===== src/hw/rtl/i2cms_pkg.sv =====
`timescale 1ns / 1ps
`default_nettype none

package i2cms_pkg;

  localparam int unsigned ModeW    = 3;
  localparam int unsigned IdxW     = 5;
  localparam int unsigned TicksW   = 16;
  localparam int unsigned ByteW    = 8;
  localparam int unsigned BitSelW  = 3;

  // Command codes carried on the mode field
  localparam logic [ModeW-1:0] MODE_TICK  = 3'd0;
  localparam logic [ModeW-1:0] MODE_START = 3'd1;
  localparam logic [ModeW-1:0] MODE_STOP  = 3'd2;
  localparam logic [ModeW-1:0] MODE_WRITE = 3'd3;
  localparam logic [ModeW-1:0] MODE_READ  = 3'd4;
  localparam logic [ModeW-1:0] MODE_SACK  = 3'd5;
  localparam logic [ModeW-1:0] MODE_RACK  = 3'd6;
  // Spare code: no command, handled as a plain tick
  localparam logic [ModeW-1:0] MODE_SPARE = 3'd7;

  localparam logic [TicksW-1:0] STEP_TICKS_RST = 16'd10;
  localparam logic [ByteW-1:0]  RX_MSB         = 8'h80;

  // Register map
  localparam logic [2:0] ADDR_STEP_TICKS = 3'd0;

  typedef struct packed {
    logic             scl_level;
    logic             sda_level;
    logic             busy_res;
    logic             done_res;
    logic             rejected;
    logic [ByteW-1:0] rx_byte;
    logic             ack_received;
  } res_t;

  function automatic logic [IdxW-1:0] cmd_len(input logic [ModeW-1:0] mode);
    logic [IdxW-1:0] len;
    unique case (mode)
      MODE_START: len = 5'd4;
      MODE_STOP:  len = 5'd3;
      MODE_WRITE: len = 5'd24;
      MODE_READ:  len = 5'd24;
      MODE_SACK:  len = 5'd3;
      MODE_RACK:  len = 5'd4;
      default:    len = 5'd0;
    endcase
    return len;
  endfunction

endpackage

`default_nettype wire


===== src/hw/rtl/i2cms_seq.sv =====
`timescale 1ns / 1ps
`default_nettype none

module i2cms_seq import i2cms_pkg::*; (
  input  wire logic              clk_i,
  input  wire logic              rst_ni,
  input  wire logic [TicksW-1:0] step_ticks_i,
  input  wire logic              accept_i,
  input  wire logic [ModeW-1:0]  mode_i,
  input  wire logic [ByteW-1:0]  data_byte_i,
  input  wire logic              ack_value_i,
  input  wire logic              sda_line_i,
  output res_t                   res_o
);

  logic [ModeW-1:0]  cmd_q, cmd_d;
  logic [IdxW-1:0]   idx_q, idx_d;
  logic [TicksW-1:0] wait_q, wait_d;
  logic [ByteW-1:0]  tx_q, tx_d;
  logic [ByteW-1:0]  rx_q, rx_d;
  logic              scl_q, scl_d;
  logic              sda_q, sda_d;
  logic              ack_q, ack_d;

  logic              is_cmd;
  logic              busy;
  logic              start;
  logic              gap_over;
  logic              finish;
  logic              run;
  logic              rej;
  logic [ModeW-1:0]  cmd_eff;
  logic [IdxW-1:0]   idx_eff;
  logic [ByteW-1:0]  tx_eff;
  logic [ByteW-1:0]  rx_eff;
  logic [TicksW-1:0] gap;
  logic [8:0]        idx_x11;
  logic [BitSelW-1:0] bit_sel;
  logic [IdxW-1:0]   phase;

  assign is_cmd   = (mode_i != MODE_TICK) && (mode_i != MODE_SPARE);
  assign busy     = (cmd_q != MODE_TICK);
  assign start    = !busy && is_cmd;
  assign rej      = busy && is_cmd;
  assign gap_over = (wait_q <= 16'd1);
  assign finish   = busy && gap_over && (idx_q >= cmd_len(cmd_q));
  assign run      = start || (busy && gap_over && (idx_q < cmd_len(cmd_q)));
  assign gap      = (step_ticks_i == '0) ? 16'd1 : step_ticks_i;

  assign cmd_eff = start ? mode_i : cmd_q;
  assign idx_eff = start ? '0 : idx_q;
  assign tx_eff  = !start ? tx_q :
                   (mode_i == MODE_SACK) ? (ack_value_i ? RX_MSB : '0) : data_byte_i;
  assign rx_eff  = (start && (mode_i == MODE_READ)) ? '0 : rx_q;

  // idx / 3 for idx below 32: multiply by 11, drop five bits
  assign idx_x11 = 9'(idx_eff) * 9'd11;
  assign bit_sel = idx_x11[7:5];
  assign phase   = idx_eff - 5'(idx_x11[7:5]) * 5'd3;

  always_comb begin
    cmd_d  = cmd_eff;
    idx_d  = idx_eff;
    wait_d = wait_q;
    tx_d   = tx_eff;
    rx_d   = rx_eff;
    scl_d  = scl_q;
    sda_d  = sda_q;
    ack_d  = ack_q;
    if (busy && !gap_over) begin
      wait_d = wait_q - 16'd1;
    end
    if (finish) begin
      cmd_d  = MODE_TICK;
      idx_d  = '0;
      wait_d = '0;
    end
    if (run) begin
      idx_d  = idx_eff + 5'd1;
      wait_d = gap;
      unique case (cmd_eff)
        MODE_START: begin
          if (idx_eff == 5'd0) sda_d = 1'b1;
          else if (idx_eff == 5'd1) scl_d = 1'b1;
          else if (idx_eff == 5'd2) sda_d = 1'b0;
          else scl_d = 1'b0;
        end
        MODE_STOP: begin
          if (idx_eff == 5'd0) sda_d = 1'b0;
          else if (idx_eff == 5'd1) scl_d = 1'b1;
          else sda_d = 1'b1;
        end
        MODE_WRITE: begin
          if (phase == 5'd0) sda_d = tx_eff[~bit_sel];
          else if (phase == 5'd1) scl_d = 1'b1;
          else scl_d = 1'b0;
        end
        MODE_READ: begin
          if (phase == 5'd0) scl_d = 1'b1;
          else if (phase == 5'd1) begin
            if (sda_line_i) rx_d = rx_eff | (RX_MSB >> bit_sel);
          end else scl_d = 1'b0;
        end
        MODE_SACK: begin
          if (idx_eff == 5'd0) sda_d = tx_eff[ByteW-1];
          else if (idx_eff == 5'd1) scl_d = 1'b1;
          else scl_d = 1'b0;
        end
        MODE_RACK: begin
          if (idx_eff == 5'd0) sda_d = 1'b1;
          else if (idx_eff == 5'd1) scl_d = 1'b1;
          else if (idx_eff == 5'd2) ack_d = sda_line_i;
          else scl_d = 1'b0;
        end
        default: ;
      endcase
    end
  end

  always_ff @(posedge clk_i or negedge rst_ni) begin
    if (!rst_ni) begin
      cmd_q  <= MODE_TICK;
      idx_q  <= '0;
      wait_q <= '0;
      tx_q   <= '0;
      rx_q   <= '0;
      scl_q  <= 1'b1;
      sda_q  <= 1'b1;
      ack_q  <= 1'b0;
    end else if (accept_i) begin
      cmd_q  <= cmd_d;
      idx_q  <= idx_d;
      wait_q <= wait_d;
      tx_q   <= tx_d;
      rx_q   <= rx_d;
      scl_q  <= scl_d;
      sda_q  <= sda_d;
      ack_q  <= ack_d;
    end
  end

  always_comb begin
    res_o.scl_level    = scl_d;
    res_o.sda_level    = sda_d;
    res_o.busy_res     = (cmd_d != MODE_TICK);
    res_o.done_res     = finish;
    res_o.rejected     = rej;
    res_o.rx_byte      = rx_d;
    res_o.ack_received = ack_d;
  end

endmodule

`default_nettype wire


===== src/hw/rtl/i2cms_skid.sv =====
`timescale 1ns / 1ps
`default_nettype none

module i2cms_skid import i2cms_pkg::*; (
  input  wire logic clk_i,
  input  wire logic rst_ni,
  input  wire logic push_i,
  input  wire res_t data_i,
  output logic      full_o,
  output logic      valid_o,
  input  wire logic stall_i,
  output res_t      data_o
);

  logic out_valid_q, out_valid_d;
  logic skid_valid_q, skid_valid_d;
  res_t out_q, out_d;
  res_t skid_q, skid_d;
  logic pop;

  assign pop = out_valid_q && !stall_i;

  always_comb begin
    out_valid_d  = out_valid_q;
    skid_valid_d = skid_valid_q;
    out_d        = out_q;
    skid_d       = skid_q;
    if (skid_valid_q) begin
      // drain the skid stage into the output register
      if (pop) begin
        out_d        = skid_q;
        skid_valid_d = 1'b0;
      end
    end else if (push_i) begin
      if (out_valid_q && !pop) begin
        skid_d       = data_i;
        skid_valid_d = 1'b1;
      end else begin
        out_d       = data_i;
        out_valid_d = 1'b1;
      end
    end else if (pop) begin
      out_valid_d = 1'b0;
    end
  end

  always_ff @(posedge clk_i or negedge rst_ni) begin
    if (!rst_ni) begin
      out_valid_q  <= 1'b0;
      skid_valid_q <= 1'b0;
    end else begin
      out_valid_q  <= out_valid_d;
      skid_valid_q <= skid_valid_d;
    end
  end

  always_ff @(posedge clk_i) begin
    out_q  <= out_d;
    skid_q <= skid_d;
  end

  assign full_o  = skid_valid_q;
  assign valid_o = out_valid_q;
  assign data_o  = out_q;

endmodule

`default_nettype wire


===== src/hw/rtl/i2c_master_bit_sequencer.sv =====
// Channel  Direction  Handshake              Payload
// in       input      in_valid_i/in_stall_o  mode, data_byte, ack_value, sda_line
// out      output     out_valid_o/out_stall_i scl/sda level, busy, done, rejected,
//                                            rx_byte, ack_received
// cfg      input      psel/penable/pwrite    step_ticks at address 0
//
// One request per cycle unless in_stall_o is high; results are registered.
// The pin sequencer state updates in the same cycle the request is taken.
// A two-entry output buffer lets one more request in while a result waits;
// in_stall_o rises only when both entries hold results.
// Reset releases both lines, clears all state and sets step_ticks to 10.
`timescale 1ns / 1ps
`default_nettype none

module i2c_master_bit_sequencer import i2cms_pkg::*; (
  input  wire logic              clk_i,
  input  wire logic              rst_ni,
  input  wire logic              in_valid_i,
  output logic                   in_stall_o,
  input  wire logic [ModeW-1:0]  mode_i,
  input  wire logic [ByteW-1:0]  data_byte_i,
  input  wire logic              ack_value_i,
  input  wire logic              sda_line_i,
  output logic                   out_valid_o,
  input  wire logic              out_stall_i,
  output logic                   scl_level_o,
  output logic                   sda_level_o,
  output logic                   busy_res_o,
  output logic                   done_res_o,
  output logic                   rejected_o,
  output logic [ByteW-1:0]       rx_byte_o,
  output logic                   ack_received_o,
  input  wire logic              psel,
  input  wire logic              penable,
  input  wire logic              pwrite,
  input  wire logic [2:0]        paddr,
  input  wire logic [31:0]       pwdata,
  output logic [31:0]            prdata,
  output logic                   pready
);

  logic [TicksW-1:0] step_ticks_q;
  logic              cfg_wr;
  logic              full;
  logic              accept;
  res_t              res;
  res_t              res_out;

  assign pready = 1'b1;
  assign cfg_wr = psel && penable && pwrite && (paddr == ADDR_STEP_TICKS);
  assign prdata = (paddr == ADDR_STEP_TICKS) ? {16'd0, step_ticks_q} : 32'd0;

  always_ff @(posedge clk_i or negedge rst_ni) begin
    if (!rst_ni) begin
      step_ticks_q <= STEP_TICKS_RST;
    end else if (cfg_wr) begin
      step_ticks_q <= pwdata[TicksW-1:0];
    end
  end

  assign accept     = in_valid_i && !full;
  assign in_stall_o = full;

  i2cms_seq u_seq (
    .clk_i        (clk_i),
    .rst_ni       (rst_ni),
    .step_ticks_i (step_ticks_q),
    .accept_i     (accept),
    .mode_i       (mode_i),
    .data_byte_i  (data_byte_i),
    .ack_value_i  (ack_value_i),
    .sda_line_i   (sda_line_i),
    .res_o        (res)
  );

  i2cms_skid u_skid (
    .clk_i   (clk_i),
    .rst_ni  (rst_ni),
    .push_i  (accept),
    .data_i  (res),
    .full_o  (full),
    .valid_o (out_valid_o),
    .stall_i (out_stall_i),
    .data_o  (res_out)
  );

  assign scl_level_o    = res_out.scl_level;
  assign sda_level_o    = res_out.sda_level;
  assign busy_res_o     = res_out.busy_res;
  assign done_res_o     = res_out.done_res;
  assign rejected_o     = res_out.rejected;
  assign rx_byte_o      = res_out.rx_byte;
  assign ack_received_o = res_out.ack_received;

endmodule

`default_nettype wire


===== config.mk =====
export PLATFORM = sky130hd
export DESIGN_NAME = i2c_master_bit_sequencer
export DESIGN_NICKNAME = d
export VERILOG_FILES = /design/src/hw/rtl/i2cms_pkg.sv /design/src/hw/rtl/i2cms_seq.sv /design/src/hw/rtl/i2cms_skid.sv /design/src/hw/rtl/i2c_master_bit_sequencer.sv
export SDC_FILE = /design/constraint.sdc
export NUM_CORES = 1
export LEC_CHECK = 0
export BUFFER_PORTS_ARGS = -buffer_cell sky130_fd_sc_hd__buf_2
export CORE_MARGIN = 2
export CORE_UTILIZATION = 40
export CTS_BUF_LIST = sky130_fd_sc_hd__clkbuf_16
export DETAILED_ROUTE_END_ITERATION = 8
export SKIP_LAST_GASP = 1
export SYNTH_ARGS = -nofsm -noshare
export SYNTH_HDL_FRONTEND = slang
export SYNTH_SLANG_ARGS = --single-unit
export TNS_END_PERCENT = 50

===== constraint.sdc =====
create_clock -name clk_i -period 12.85 [get_ports clk_i]
set_input_delay 1.285 -clock clk_i [delete_from_list [all_inputs] [get_ports clk_i]]
set_output_delay 1.285 -clock clk_i [all_outputs]
set_load 0.02 [all_outputs]

### Word-level counts from Yosys, hierarchy flattened

Cells that the tools add are included.

| storage, ports and cells | value |
|---|---|
| logic and storage cells | 158 |
| bits of input ports | 55 |
| flip-flop bits (word level) | 89 |

| cells by class | value |
|---|---|
| reductions and logical operators | 38 |
| $mul | 2 |
| muxes and demuxes | 61 |
| bitwise gates (word level) | 3 |
| $lt $le $gt $ge | 4 |
| $add $sub $neg | 3 |
| equal/unequal tests | 21 |
| shift-type cells | 1 |

Operator list:

| kind | count |
|---|---|
| 16-bit two-way mux | 5 |
| 8-bit two-way mux | 9 |
| 14-bit two-way mux | 4 |
| 1-bit two-way mux | 34 |
| 3-bit == test, second input constant | 8 |
| 16-bit by 1-bit less-or-equal comparator with 1-bit output, second input constant | 1 |
| 16-bit zero test | 1 |
| 16-bit by 1-bit subtractor with 16-bit output, second input constant | 1 |
| 5-bit two-way mux | 3 |
| 5-bit case mux with 3 select lines | 1 |
| 1-bit logical AND | 14 |
| 3-bit by 2-bit == test with 1-bit output, second input constant | 4 |
| 3-bit nonzero test | 4 |
| 5-bit by 1-bit == test with 1-bit output, second input constant | 2 |
| 5-bit zero test | 2 |
| 1-bit case mux with 5 select lines | 2 |
| 3-bit AND reduction | 3 |
| 5-bit by 4-bit multiplier with 8-bit output, second input constant | 1 |
| 8-bit OR | 1 |
| 2-bit OR reduction | 4 |
| 8-bit by 3-bit >> shifter with 8-bit output, first input constant | 1 |
| 3-bit by 1-bit == test with 1-bit output, second input constant | 2 |
| 3-bit two-way mux | 2 |
| 5-bit by 1-bit adder with 5-bit output, second input constant | 1 |
| 17 further kinds | 23 |

### Depth between registers and ports, before layout

Gate-level depths: netlist (run 1).

| logic depth | value |
|---|---|
| depth in word-level cells | 15 |
| mapped depth | 24 |
| depth with buffers taken out | 20 |

### By module

A second synthesis (run 1) with hierarchy kept.

| second synthesis, totals | value |
|---|---|
| cell total of the unflattened synthesis | 653 |
| area total of the unflattened synthesis | 6003.3 um^2 |

By module, submodules not included:

| module | instances | cells an instance | area an instance (um^2) | seq. area each (um^2) |
|---|---|---|---|---|
| i2cms_seq | 1 | 524 | 3973.8 | 1078.5 |
| i2cms_skid | 1 | 56 | 1153.6 | 890.9 |
| i2c_master_bit_sequencer | 1 | 73 | 875.8 | 402.9 |

### Least setup slack after synthesis (run 1)

Ideal clock, no wire load.

| path | value |
|---|---|
| path type | input-to-reg |
| start | input port mode_i[2] |
| end | register u_skid.out_q, in the netlist u_skid.data_o[5], data pin |
| arrival time | 6.130 ns |
| path buffers | 4 |
| stages on the path | 23 |
| setup time | 0.260 ns |
| path slack | 6.460 ns |
| cell sequence | buf_6 > or3_4 > nand3_1 > buf_2 > clkbuf_1 > and2_1 > ha_1 > inv_1 > fa_1 > inv_1 > ha_1 > a21o_1 > a21o_1 > a41o_4 > xor2_4 > inv_1 > ha_1 > clkbuf_1 > nor2_1 > o21ai_1 > a2111oi_4 > a22o_1 > mux2_2 |

RTL lines:

| what | line | RTL |
|---|---|---|
| start: declaration | i2c_master_bit_sequencer.sv:20 | `input wire logic [ModeW-1:0] mode_i,` |
| end signal: assignment | i2cms_skid.sv:58 | `out_q <= out_d;` |
| end: declaration | i2cms_skid.sv:17 | `res_t out_q, out_d;` |

==> run summary, run 1 <==
Setup violations remaining at the end of the flow were counted as 0. The via count of the routed design came out at 4532. After synthesis the cells add up to 5700 um2. At the worst endpoint, the required time is 12.94 ns. Counting flops with an async set or reset pin after synthesis yields a share of 68.5%. In this run, post-CTS repair resized a total of 0 instances.

For the initial antenna violation count, the log shows 0. The share of the cycle needed by the critical path after routing came out at 49.6%. The library cell contributing the largest single delay on the critical path is fa_1. The initial utilization of the core area, before any placement, comes to 41.1%. Setup total negative slack on the finished layout was measured at 0 ns.

The post-synthesis average cell area came out at 9.68 um2. The run finished with clean final reports. The synthesized design contains 28 enable-type register cells. The commonest register cell after synthesis was dfrtp_1.

Including well taps, the total number of placed cells is 811. The non-filler instance count after layout was 827; the via count of the first global-routing pass was 4337. Clock latency on the worst-skew pair, taken at its later pin, is 0.34 ns. Setup repair after global routing left no endpoint under its margin. The logs give 6.12 ns for the pre-CTS worst setup slack and 157 MHz for the highest clock rate. After synthesis the netlist holds a flip-flop and latch count of 89. After global routing the overflow that remains totals 0. For the post-detailed-placement half-perimeter wirelength, the log shows 9250 um. Number of design rule violations left after detail routing: 0.

The tree built by TritonCTS fans out to 89 sinks. The layout has 1333 filler cells. Entering global routing, the biggest net connects 62 pins. In this run the post-CTS setup repair buffer count came out at 0. The H-tree generated during clock tree synthesis spans 3 levels. The clock slew seen by the registers of the worst setup and hold paths was 0.06 ns.

The floorplan step defined a die boundary enclosing 15200 um2. Global routing used 17.8% of the available tracks across all layers. The die is 123 um tall. The hold violation count in the final report was 0; the worst max-slew margin expressed relative to the limit was 24.3%.

The run gives 9 as the TritonCTS buffer count. STA classifies the critical path startpoint as an input port. In this run the clock root is driven by a clkbuf_16.

STA classifies the critical path endpoint as a flop. The number of optimization iterations in the first detailed-route pass is 5, and the number of top-level design ports is 104. Synthesis produced a netlist whose cell count is 589. In the post-synthesis netlist, the biggest area contributors are dfrtp_1 25%, edfxtp_1 15%, mux2_2 5.3%, ha_1 5.0%, o21ai_0 4.4%.

Buffers placed on the I/O ports in this run total 70. The biggest area contributor in the post-synthesis netlist is dfrtp_1. The final-report max-slew violation count is 0, and the sequential fraction of the synthesis area is 41.6%.

The final worst setup slack is 6.47 ns, and the area share of the largest cell type after synthesis is 25.0%. The chip width is 123 um. Startpoint of the most critical register-to-register path: u_seq.cmd_q[0]. The post-synthesis to final-layout area growth came out at 12.2%.

Data arrival time of the critical path: 6.47 ns. The tightest hold path in the finished design has a slack of 0.484 ns. In this run the worst path has a maximum fanout of 15. The count of nets left with antenna violations once routing finished came out at 0. After layout, the minimum clock period comes to 6.38 ns. The fraction of final layout cells sized beyond drive strength 1 is 22.1%. The commonest cells after synthesis are 57 x dfrtp_1, 57 x nand2_1, 50 x o21ai_0. The startpoint identified for the worst hold timing path is u_seq.tx_q[5]. The run gives 13900 um2 as the area of the core region. The worst hold path belongs to the class flop to flop. The actual slew at the worst max-slew pin is 1.13 ns, and the ratio of routed vias to standard cells is 5.48.

The average routed wire per standard cell came out at 15.7 um. The max capacitance violation total came out at 0. The run gives 13000 um as the total wire length. TritonCTS built the clock tree. The signal on the critical path passes through buf_2 > or3_4 > and3_1 > nor2_1 > nand2_1 > fa_1 > inv_1 > ha_1 > a21o_1 > a21o_1 > a41o_4 > xor2_4 > inv_1 > ha_1 > nand2_1 > nor3_1 > o21ai_1 > a2111oi_4 > a22o_1 > mux2_2.

The number of design-rule violations left by the first detailed-router iteration came out at 289. Counting distinct cell types in the post-synthesis netlist gives 71. The congestion estimate from routability-driven global placement came to 0.877. In this run, post-CTS hold repair placed 0 buffers.

During synthesis, Yosys emitted a total of 0 warnings. The critical path starts at mode_i[0]. The clock arrives with 0.00492 ns of skew. The first global-routing pass estimated 21400 um of wire. The largest stage delay on the critical path was 0.49 ns; the number of rows created at floorplan was 43. For this run, the post-layout net count is 721. 0 antenna diodes ended up in the layout. The critical path in this run is classified as input port to flop. For the maximum count of clock buffers along a single path, the log shows 2.
[worst paths after layout]
check / slack [ns] / depth (start not counted) / to
setup / recovery: 6.47 / 20 / u_skid.data_o[8]
hold / removal: 0.48 / 2 / u_seq.tx_q[5]
setup reg to reg: 6.96 / 21 / u_skid.data_o[8]
hold reg to reg: 0.48 / 2 / u_seq.tx_q[5]
max in group asynchronous: 11.20 / 2 / u_seq.rx_q[6]
min in group asynchronous: 1.12 / 2 / step_ticks_q[10]
[metrics by stage]
stage	area, um2	util, %
after global placement	6110	44.0
after CTS	6400	46.1
final	6400	46.1
after global routing	6400	46.1
after detailed placement	6110	44.0
after floorplan	5760	-
[cells in the final DEF (no fill, tap or decap), types with 5 or more instances in the layout]
cell / count
buf_2: 70
nand2_1: 57
dfrtp_1: 57
o21ai_0: 50
nor2_1: 42
a21oi_1: 40
edfxtp_1: 28
mux2_2: 27
ha_1: 23
and2_1: 20
nor3_1: 17
conb_1: 17
a22o_1: 16
inv_1: 15
nand3_1: 10
a22oi_1: 10
a31oi_1: 9
clkbuf_16: 9
and3_1: 7
mux2i_1: 7
nand2b_1: 6
nor2b_1: 6
o31ai_1: 6
nor4_1: 5
xnor2_1: 5
[critical path, delay by kind of cell]
| family | cells | cell delay, ns |
|---|---|---|
| AO/OA/AOI/OAI | 6 | 1.53 |
| XOR/XNOR | 1 | 0.29 |
| adder cells (fa/ha/maj) | 3 | 1.23 |
| buffers and inverters | 3 | 0.31 |
| multiplexers | 1 | 0.26 |
| AND/OR/NAND/NOR | 6 | 1.56 |
[routing by layer]
layer | vias up | global-route usage [%] | wire, um
met2 | 120 | 30.1 | 6340
met4 | 0 | 5.89 | 278
met3 | 24 | 3.51 | 654
met5 | - | 0 | 0
met1 | 2156 | 22.6 | 5690
li1 | 2232 | - | -
[cell families (layout without fill, tap and decap cells)]
kind of cell	count (synthesis)	after routing	synth area share (%)
DFF	89	89	41.6
other	2	17	0.132
xor gates and xnor gates	8	8	1.56
buffers and inverters	66	109	5.88
and+or+nand+nor	191	191	17.4
adders and majority gates	24	24	5.40
muxes	35	35	7.02
AOI/OAI and AO/OA	174	174	21.0
[sequential cells by signal, summed over array words and instances, names as in the netlist]
signal          flops
step_ticks_q       16
u_seq.wait_q       16
u_skid.data_o      14
u_skid.skid_q      14
u_seq.rx_q          8
u_seq.tx_q          8
u_seq.idx_q         5
u_seq.cmd_q         3
u_seq.ack_q         1
u_seq.scl_q         1
u_seq.sda_q         1
u_skid.full_o       1
u_skid.valid_o      1
[layout make-up]
| class | count | area [um2] | area share (%) |
|---|---|---|---|
| clock buffer | 9 | 225 | 3.52 |
| clock inverter | 7 | 68.8 | 1.08 |
| inverter | 19 | 76.3 | 1.19 |
| multi-input combinational | 449 | 3050 | 47.7 |
| sequential | 89 | 2370 | 37.1 |
| tap | 180 | 225 | 3.52 |
| timing repair buffer | 74 | 380 | 5.94 |
Power of run 1 is left out: the tool's default activity adds up to more than one toggle a clock period on the data nets, which glitch-free logic cannot reach.
==> inputs of run 2 (changes only) <==
--- a/config.mk
+++ b/config.mk
@@ -5,6 +5,7 @@
 export SDC_FILE = /design/constraint.sdc
 export NUM_CORES = 1
 export LEC_CHECK = 0
+export ABC_AREA = 1
 export BUFFER_PORTS_ARGS = -buffer_cell sky130_fd_sc_hd__buf_2
 export CORE_MARGIN = 2
 export CORE_UTILIZATION = 40
==> constraint.sdc (replaced) <==
create_clock -name clk_i -period 6.57 [get_ports clk_i]
set_input_delay 0.657 -clock clk_i [delete_from_list [all_inputs] [get_ports clk_i]]
set_output_delay 0.657 -clock clk_i [all_outputs]
set_load 0.02 [all_outputs]
==> run 2 against run 1 <==
- register-to-register slack worse by 5.2 ns
- die area fell by 2.1%
- non-clock buffer count up 3
- final cell count is 16% higher
- worst setup slack lost 4.7 ns
- critical path type is now flop to flop
- highest routed layer unchanged
==> run summary, run 2 <==
The fraction of final layout cells sized beyond drive strength 1 came out at 17.8% (-4.3 points). Post-synthesis to final-layout area growth: 14.1%. The logs give 946 (+17%) for the instance count after placement with tap cells included and 9350 um (+1.0%) for the post-detailed-placement half-perimeter wirelength.

The most common cell in the synthesized netlist is nand2_1. The die height came out at 122 um (-1.0%). The logs give 6.79 ns (-6.15 ns) for the worst path required time and 0 (unchanged) for the number of design rule violations left after detail routing.

The total of endpoints with negative setup slack in the final report was 0 (unchanged). The run gives 46.2% (+0.12 points) as the post-route core utilization. On the critical path, the stage with the largest delay is an instance of fa_1. By count the netlist is led by 187 x nand2_1, 81 x inv_1, 72 x nor2_1. The later-pin clock latency in the skew report came out at 0.35 ns (about the same). The logs give 18.4% (+0.61 points) for the overall fraction of global-route tracks in use and 0 (unchanged) for the hold violation count in the final report.

The worst setup path is captured at a flop. For the maximum VDD drop, the log shows 0.336 mV. The post-synthesis average cell area is 7.86 um2 (-19%).

The clock slew seen by the registers of the worst setup and hold paths works out to 0.07 ns (about the same). The total wire length is 12700 um (-2.0%), and the fraction of registers with async set or reset after synthesis is 68.5% (unchanged). For the maximum number of pins on one net before global-route repair, the log shows 62 (unchanged). For this design the ratio of total power to cell area is 601 nW/um2. The register area was 2370 um2 (unchanged); the final-stage net count was 856 (+19%).

The initial antenna violation count came out at 0 (unchanged). For the non-filler instance count after layout, the log shows 962 (+16%). The TritonCTS buffer count is 9 (unchanged), and the largest stage delay on the critical path is 0.50 ns (about the same). For the total clock sinks, the log shows 89 (unchanged). Area enclosed by the die boundary: 14900 um2 (-2.1%).

Count of antenna diodes in the layout: 0 (unchanged). The count of warnings emitted by yosys is 0 (unchanged). The tightest min-delay check is of the flop to flop type. The logs give 2 (unchanged) for the maximum count of clock buffers along a single path and 3 (unchanged) for the number of levels in the clock H-tree. Number of design-rule violations left by the first detailed-router iteration: 368 (+27%). The run finished with clean final reports. The count of buffers inserted at the top-level ports was 70 (unchanged). The critical path class was flop to flop. The via count of the routed design came out at 4724 (+4.2%). The tools report the buffer count from post-CTS setup fixing as 0 (unchanged). Timing would allow up to 206 MHz. Of all cell types, the one taking the most synthesized area is dfrtp_1.

The pre-CTS worst setup slack is 1.43 ns (-4.69 ns). By area the synthesized netlist is led by dfrtp_1 26%, edfxtp_1 15%, nand2_1 13%, inv_1 5.4%, ha_1 5.2%. The average routed wire per standard cell is 13.2 um (-16%).

The number of rows created at floorplan is 43 (unchanged). The commonest register cell after synthesis was dfrtp_1. The design draws 3.83 mW. The design area was 6370 um2 (-0.51%). After layout, the minimum clock period comes to 4.85 ns. Setup repair after global routing left no endpoint under its margin.

The via count of the first global-routing pass is 4512 (+4.0%), and the chip width is 122 um (-1.0%). The tools report the final RePlAce weighted congestion as 0.840 (-4.1%). Worst clock skew: 0.00917 ns (+0.00424 ns).

The area of the multi-input gates came out at 2720 um2 (-11%). Gate count after technology mapping: 710 (+21%). In the layout the commonest cells are 187 x nand2_1, 81 x inv_1, 72 x nor2_1.

The ratio of routed vias to standard cells is 4.91 (-10%), and the sequential fraction of the synthesis area is 42.5% (+0.90 points). The worst setup path is launched from a flop. The worst max-slew margin expressed relative to the limit is 45.7% (+21 points), and the sum of negative setup slack is 0 ns (unchanged). The cell area reported after detailed placement was 6060 um2 (-0.74%); the netlist area before placement was 5580 um2 (-2.1%). Final-report max-slew violation count: 0 (unchanged). Leaving out fill and tap cells, the most frequent cell in the layout is nand2_1.

The area share of the largest cell type after synthesis came out at 25.6% (+0.54 points). Clock tree synthesis selected as its root buffer the cell clkbuf_16. The final worst setup slack is 1.72 ns (-4.75 ns). Max capacitance violation total: 0 (unchanged). The run gives 0 (unchanged) as the remaining antenna violation count.

The share of the cycle needed by the critical path after routing came out at 73.8%. The register bit count reported by yosys came out at 89 (unchanged). The largest registers in the layout are step_ticks_q (16), u_seq.wait_q (16). The number of buffers inserted for hold repair after clock tree synthesis came out at 0 (unchanged). The area of the core region was 13800 um2 (-0.78%); the residual overflow from global routing was 0 (unchanged). The actual slew at the worst max-slew pin was 0.814 ns (-0.313 ns). The number of unique standard cell types used by synthesis is 52 (-27%), and the effective utilization at floorplan is 40.5% (-0.56 points). For the setup slack on the worst flop-to-flop path, the log shows 1.72 ns (-5.24 ns). The logs give 1405 (+5.4%) for the number of filler instances in the final layout and 5 (unchanged) for the number of optimization iterations in the first detailed-route pass. TritonCTS built the clock tree.

The post-CTS resize count is 0 (unchanged), and the data arrival time of the critical path is 5.07 ns (-1.40 ns). The run gives 21600 um (+0.87%) as the global-route wire length before repair. Number of top-level design ports: 104 (unchanged).

The leakage power total is 3.13 nW, and the largest fanout of any net on the critical path is 18 (+3). The number of enable-type register cells in the synthesized netlist came out at 28 (unchanged). The hold slack is 0.470 ns (-0.0138 ns).
[run 2: cell count changes in the layout (fill, tap and decap cells not counted), moves of 8 or more]
cell	change
inv_1	+66
nand3_1	+23
mux2_2	-27
nor2_1	+30
nor3_1	-12
and2_1	-20
a22oi_1	-8
nand2_1	+130
a21oi_1	-19
nand4_1	+12
a22o_1	-12
[run 2: final timing paths]
check | cells after the start | from | end
max | 25 | u_seq.cmd_q[2] | u_skid.data_o[2]
min | 2 | u_seq.sda_q | u_seq.sda_q
max reg2reg | 25 | u_seq.cmd_q[2] | u_skid.data_o[2]
min reg2reg | 2 | u_seq.sda_q | u_seq.sda_q
max in group asynchronous | 2 | rst_ni | u_skid.valid_o
min in group asynchronous | 2 | rst_ni | u_seq.wait_q[3]
[run 2: cell families after synthesis]
logic type / Yosys count / synth area share [%]
compound gates: 122 / 13.1
buf+inv: 127 / 9.86
other cells: 2 / 0.135
simple gates: 334 / 26.6
flops: 89 / 42.5
xor+xnor: 12 / 2.29
fa+ha+maj: 24 / 5.51
[run 2: worst max-delay path: cells and delay by family, from the launching register on]
| kind | cells | cell delay, ns |
|---|---|---|
| buf+inv | 5 | 0.46 |
| xor+xnor | 1 | 0.18 |
| compound gates | 4 | 0.77 |
| simple gates | 11 | 1.42 |
| fa+ha+maj | 4 | 1.46 |
| flops | 1 | 0.42 |
[run 2: power breakdown]
part | total, mW | internal, mW | switching [mW]
combinational | 2.36 | 0.790 | 1.57
clock | 0.532 | 0.303 | 0.228
sequential | 0.938 | 0.811 | 0.127
total | 3.83 | 1.90 | 1.92
[run 2: cell type report]
| type | count | share of cell area (%) |
|---|---|---|
| multi-input cells | 509 | 42.7 |
| flip-flops and latches | 89 | 37.3 |
| repair buffers | 77 | 6.33 |
| inverters | 91 | 5.36 |
| clock buffers | 11 | 4.32 |
| well taps | 180 | 3.54 |
| clock inverters | 5 | 0.491 |
[run 2: per-layer routing]
layer  GRT usage, %  part of all wire, %  vias to the layer above  wire [um]
li1               -                    -                     2415          -
met1           25.9                   49                     2197       6290
met2           29.1                   46                      105       5820
met3           3.56                  3.7                        7        473
met4           4.53                  1.0                        0        130
met5              0                    0                        -          0
(Power assumes the default switching activity.)
==> inputs of run 3 (changes only) <==
--- a/config.mk
+++ b/config.mk
@@ -5,7 +5,7 @@
 export SDC_FILE = /design/constraint.sdc
 export NUM_CORES = 1
 export LEC_CHECK = 0
-export ABC_AREA = 1
+export ABC_AREA = 0
 export BUFFER_PORTS_ARGS = -buffer_cell sky130_fd_sc_hd__buf_2
 export CORE_MARGIN = 2
 export CORE_UTILIZATION = 40
==> constraint.sdc (replaced) <==
create_clock -name clk_i -period 4.3 [get_ports clk_i]
set_input_delay 0.43 -clock clk_i [delete_from_list [all_inputs] [get_ports clk_i]]
set_output_delay 0.43 -clock clk_i [all_outputs]
set_load 0.02 [all_outputs]
==> run 3 against run 2 <==
- the flow now finishes with violations (negative setup slack)
- final cell count down 9.3%
- fmax rose by 7.9%
- sequential cell count unchanged
- die area grew 2.1%
==> run summary, run 3 (same netlist as run 1, synthesis figures left out) <==
Total clock sinks: 89 (unchanged). The max capacitance violation total was 0 (unchanged). For the data arrival time of the critical path, the log shows 4.71 ns (-0.36 ns). For the final-stage net count, the log shows 767 (-10%). The signal on the critical path passes through nor3_4 > buf_6 > nand3_4 > and2_4 > ha_4 > inv_2 > fa_1 > inv_2 > ha_4 > a21o_1 > a21o_1 > a41o_4 > xor2_4 > inv_2 > ha_4 > nand2_2 > nor3_2 > o21ai_2 > a2111oi_4 > a22o_1 > mux2_2. For the post-detailed-placement half-perimeter wirelength, the log shows 10200 um (+9.6%).

Setup repair after global routing could not meet its margin everywhere. The post-synthesis to final-layout area growth was 19.6%. The run gives 2 (unchanged) as the maximum count of clock buffers along a single path. The fraction of final layout cells sized beyond drive strength 1 works out to 29.4% (+12 points). Critical path class: flop to flop.

The number of buffers inserted for hold repair after clock tree synthesis was 0 (unchanged). The largest stage delay on the critical path works out to 0.52 ns (+0.02 ns). STA classifies the critical path endpoint as a flop. The library cell contributing the largest single delay on the critical path is fa_1. The share of the cycle needed by the critical path after routing was 105% (+31 points). The run finished, with violations left.

Highest clock rate: 223 MHz (+7.9%). Effective utilization at floorplan: 41.1% (+0.56 points). The worst max-slew margin expressed relative to the limit is 42.3% (-3.5 points), and the number of optimization iterations in the first detailed-route pass is 5 (unchanged). Leaving out fill and tap cells, the most frequent cells in the layout are 70 x buf_2, 57 x dfrtp_1, 56 x nand2_1.

The actual slew at the worst max-slew pin is 0.866 ns (+0.0518 ns). Category of the worst setup path launch point: a flop. The via count of the routed design came out at 4829 (+2.2%). The hold violation count in the final report is 0 (unchanged). The area of the core region came out at 13900 um2 (+0.78%). The logs give 19.1% (+0.77 points) for the overall fraction of global-route tracks in use and -2.13 ns (-2.13 ns) for the sum of negative setup slack. Leading cell type in the layout, fill and taps excluded: buf_2. Chip width: 123 um (+1.0%). For the remaining antenna violation count, the log shows 0 (unchanged).

The worst clock skew was 0.00913 ns (-0.0000337 ns). The critical path starts at u_seq.cmd_q[0]. The logs give 104 (unchanged) for the number of top-level design ports and -0.194 ns (-1.92 ns) for the final worst setup slack. Initial antenna violation count: 0 (unchanged). The number of design-rule violations left by the first detailed-router iteration was 307 (-17%); the die height was 123 um (+1.0%).

The tools report the count of antenna diodes in the layout as 0 (unchanged). The tools report the startpoint of the most critical register-to-register path as u_seq.cmd_q[0]. The tools report the total of endpoints with negative setup slack in the final report as 18 (+18).

The average routed wire per standard cell was 15.8 um (+20%); the worst path required time was 4.52 ns (-2.27 ns). Residual overflow from global routing: 0 (unchanged). The run gives 1323 (-5.8%) as the number of filler instances in the final layout. The number of levels in the clock H-tree is 3 (unchanged). The clock slew seen by the registers of the worst setup and hold paths was 0.07 ns (about the same); the number of rows created at floorplan was 43 (unchanged).

The class of the worst hold path is input port to async pin. The logs give 13800 um (+8.9%) for the total wire length and 0 (unchanged) for the number of design rule violations left after detail routing. The ratio of routed vias to standard cells is 5.53 (+13%), and the final RePlAce weighted congestion is 0.833 (-0.85%). The logs give 22700 um (+5.2%) for the global-route wire length before repair and 9 (unchanged) for the TritonCTS buffer count. The hold slack came out at 0.0758 ns (-0.394 ns). TritonCTS built the clock tree. The run gives 15200 um2 (+2.1%) as the area enclosed by the die boundary. The minimum clock period after layout is 4.49 ns (-0.354 ns). The checks that failed: negative setup slack. The maximum number of pins on one net before global-route repair was 38 (-39%). Final-report max-slew violation count: 0 (unchanged).

The via count of the first global-routing pass is 4637 (+2.8%), and the count of buffers inserted at the top-level ports is 70 (unchanged). The largest registers in the layout are step_ticks_q (16), u_seq.wait_q (16). The largest fanout of any net on the critical path is 4 (-14).

In this run the clock root is driven by a clkbuf_16. The tools report the later-pin clock latency in the skew report as 0.35 ns (about the same).
[run 3: cell count changes in the layout (fill, tap and decap cells not counted), sizes merged, moves of 8 or more]
| cell | change |
|---|---|
| and2 | +19 |
| a22o | +12 |
| nor2 | -38 |
| nand2 | -135 |
| mux2 | +27 |
| nand3 | -26 |
| nand4 | -11 |
| a22oi | +8 |
| buf | +43 |
| o21ai | -10 |
| a21oi | +16 |
| nor3 | +14 |
| inv | -70 |
[run 3: final timing paths]
path                                     to  slack [ns]  depth (start not counted)
min reg2reg                   u_seq.tx_q[0]        0.48                          2
max reg2reg                u_skid.data_o[8]       -0.19                         21
min                        step_ticks_q[14]        0.08                          1
max                        u_skid.data_o[8]       -0.19                         21
min in group clk_i         step_ticks_q[14]        0.31                          2
max in group asynchronous       u_seq.sda_q        3.27                          2
[run 3: final cells by class]
cell class,count,area (um2),area share (%)
well taps,180,225,3.30
clock inverters,7,38.8,0.568
multi-input cells,449,3160,46.2
flip-flops and latches,89,2370,34.8
inverters,19,76.3,1.12
clock buffers,9,225,3.30
repair buffers,120,729,10.7
[run 3: repair_timing]
action                     in CTS  in global routing
setup endpoints to repair      25                 29
gates resized for setup         3                  4
setup buffers                   4                  4
cloned                          0                  0
pin swaps                      14                  6
[run 3: per-layer routing]
layer  wire [um]  GRT usage, %
met1        6090          24.4
met2        6910          32.0
met3         574          3.51
met4         267          7.74
met5           0             0
[run 3: per-stage QoR]
stage / setup slack (ns) / instance area [um2] / util, % / instances
floorplan: -0.614 / 5860 / - / 604
global placement: -0.312 / 6460 / 46.5 / 849
detailed placement: -0.404 / 6460 / 46.5 / 849
CTS: -0.230 / 6770 / 48.8 / 869
global route: -0.360 / 6820 / 49.2 / 873
finish: -0.194 / 6820 / 49.2 / 873
[run 3: critical path: cells and delay by family, from the launching register on]
kind	cells	cell delay, ns
mux	1	0.15
xor+xnor	1	0.15
simple gates	5	0.60
compound gates	6	1.48
buf+inv	4	0.30
flops	1	0.41
fa+ha+maj	4	1.26
Power of run 3 is left out for the same reason.
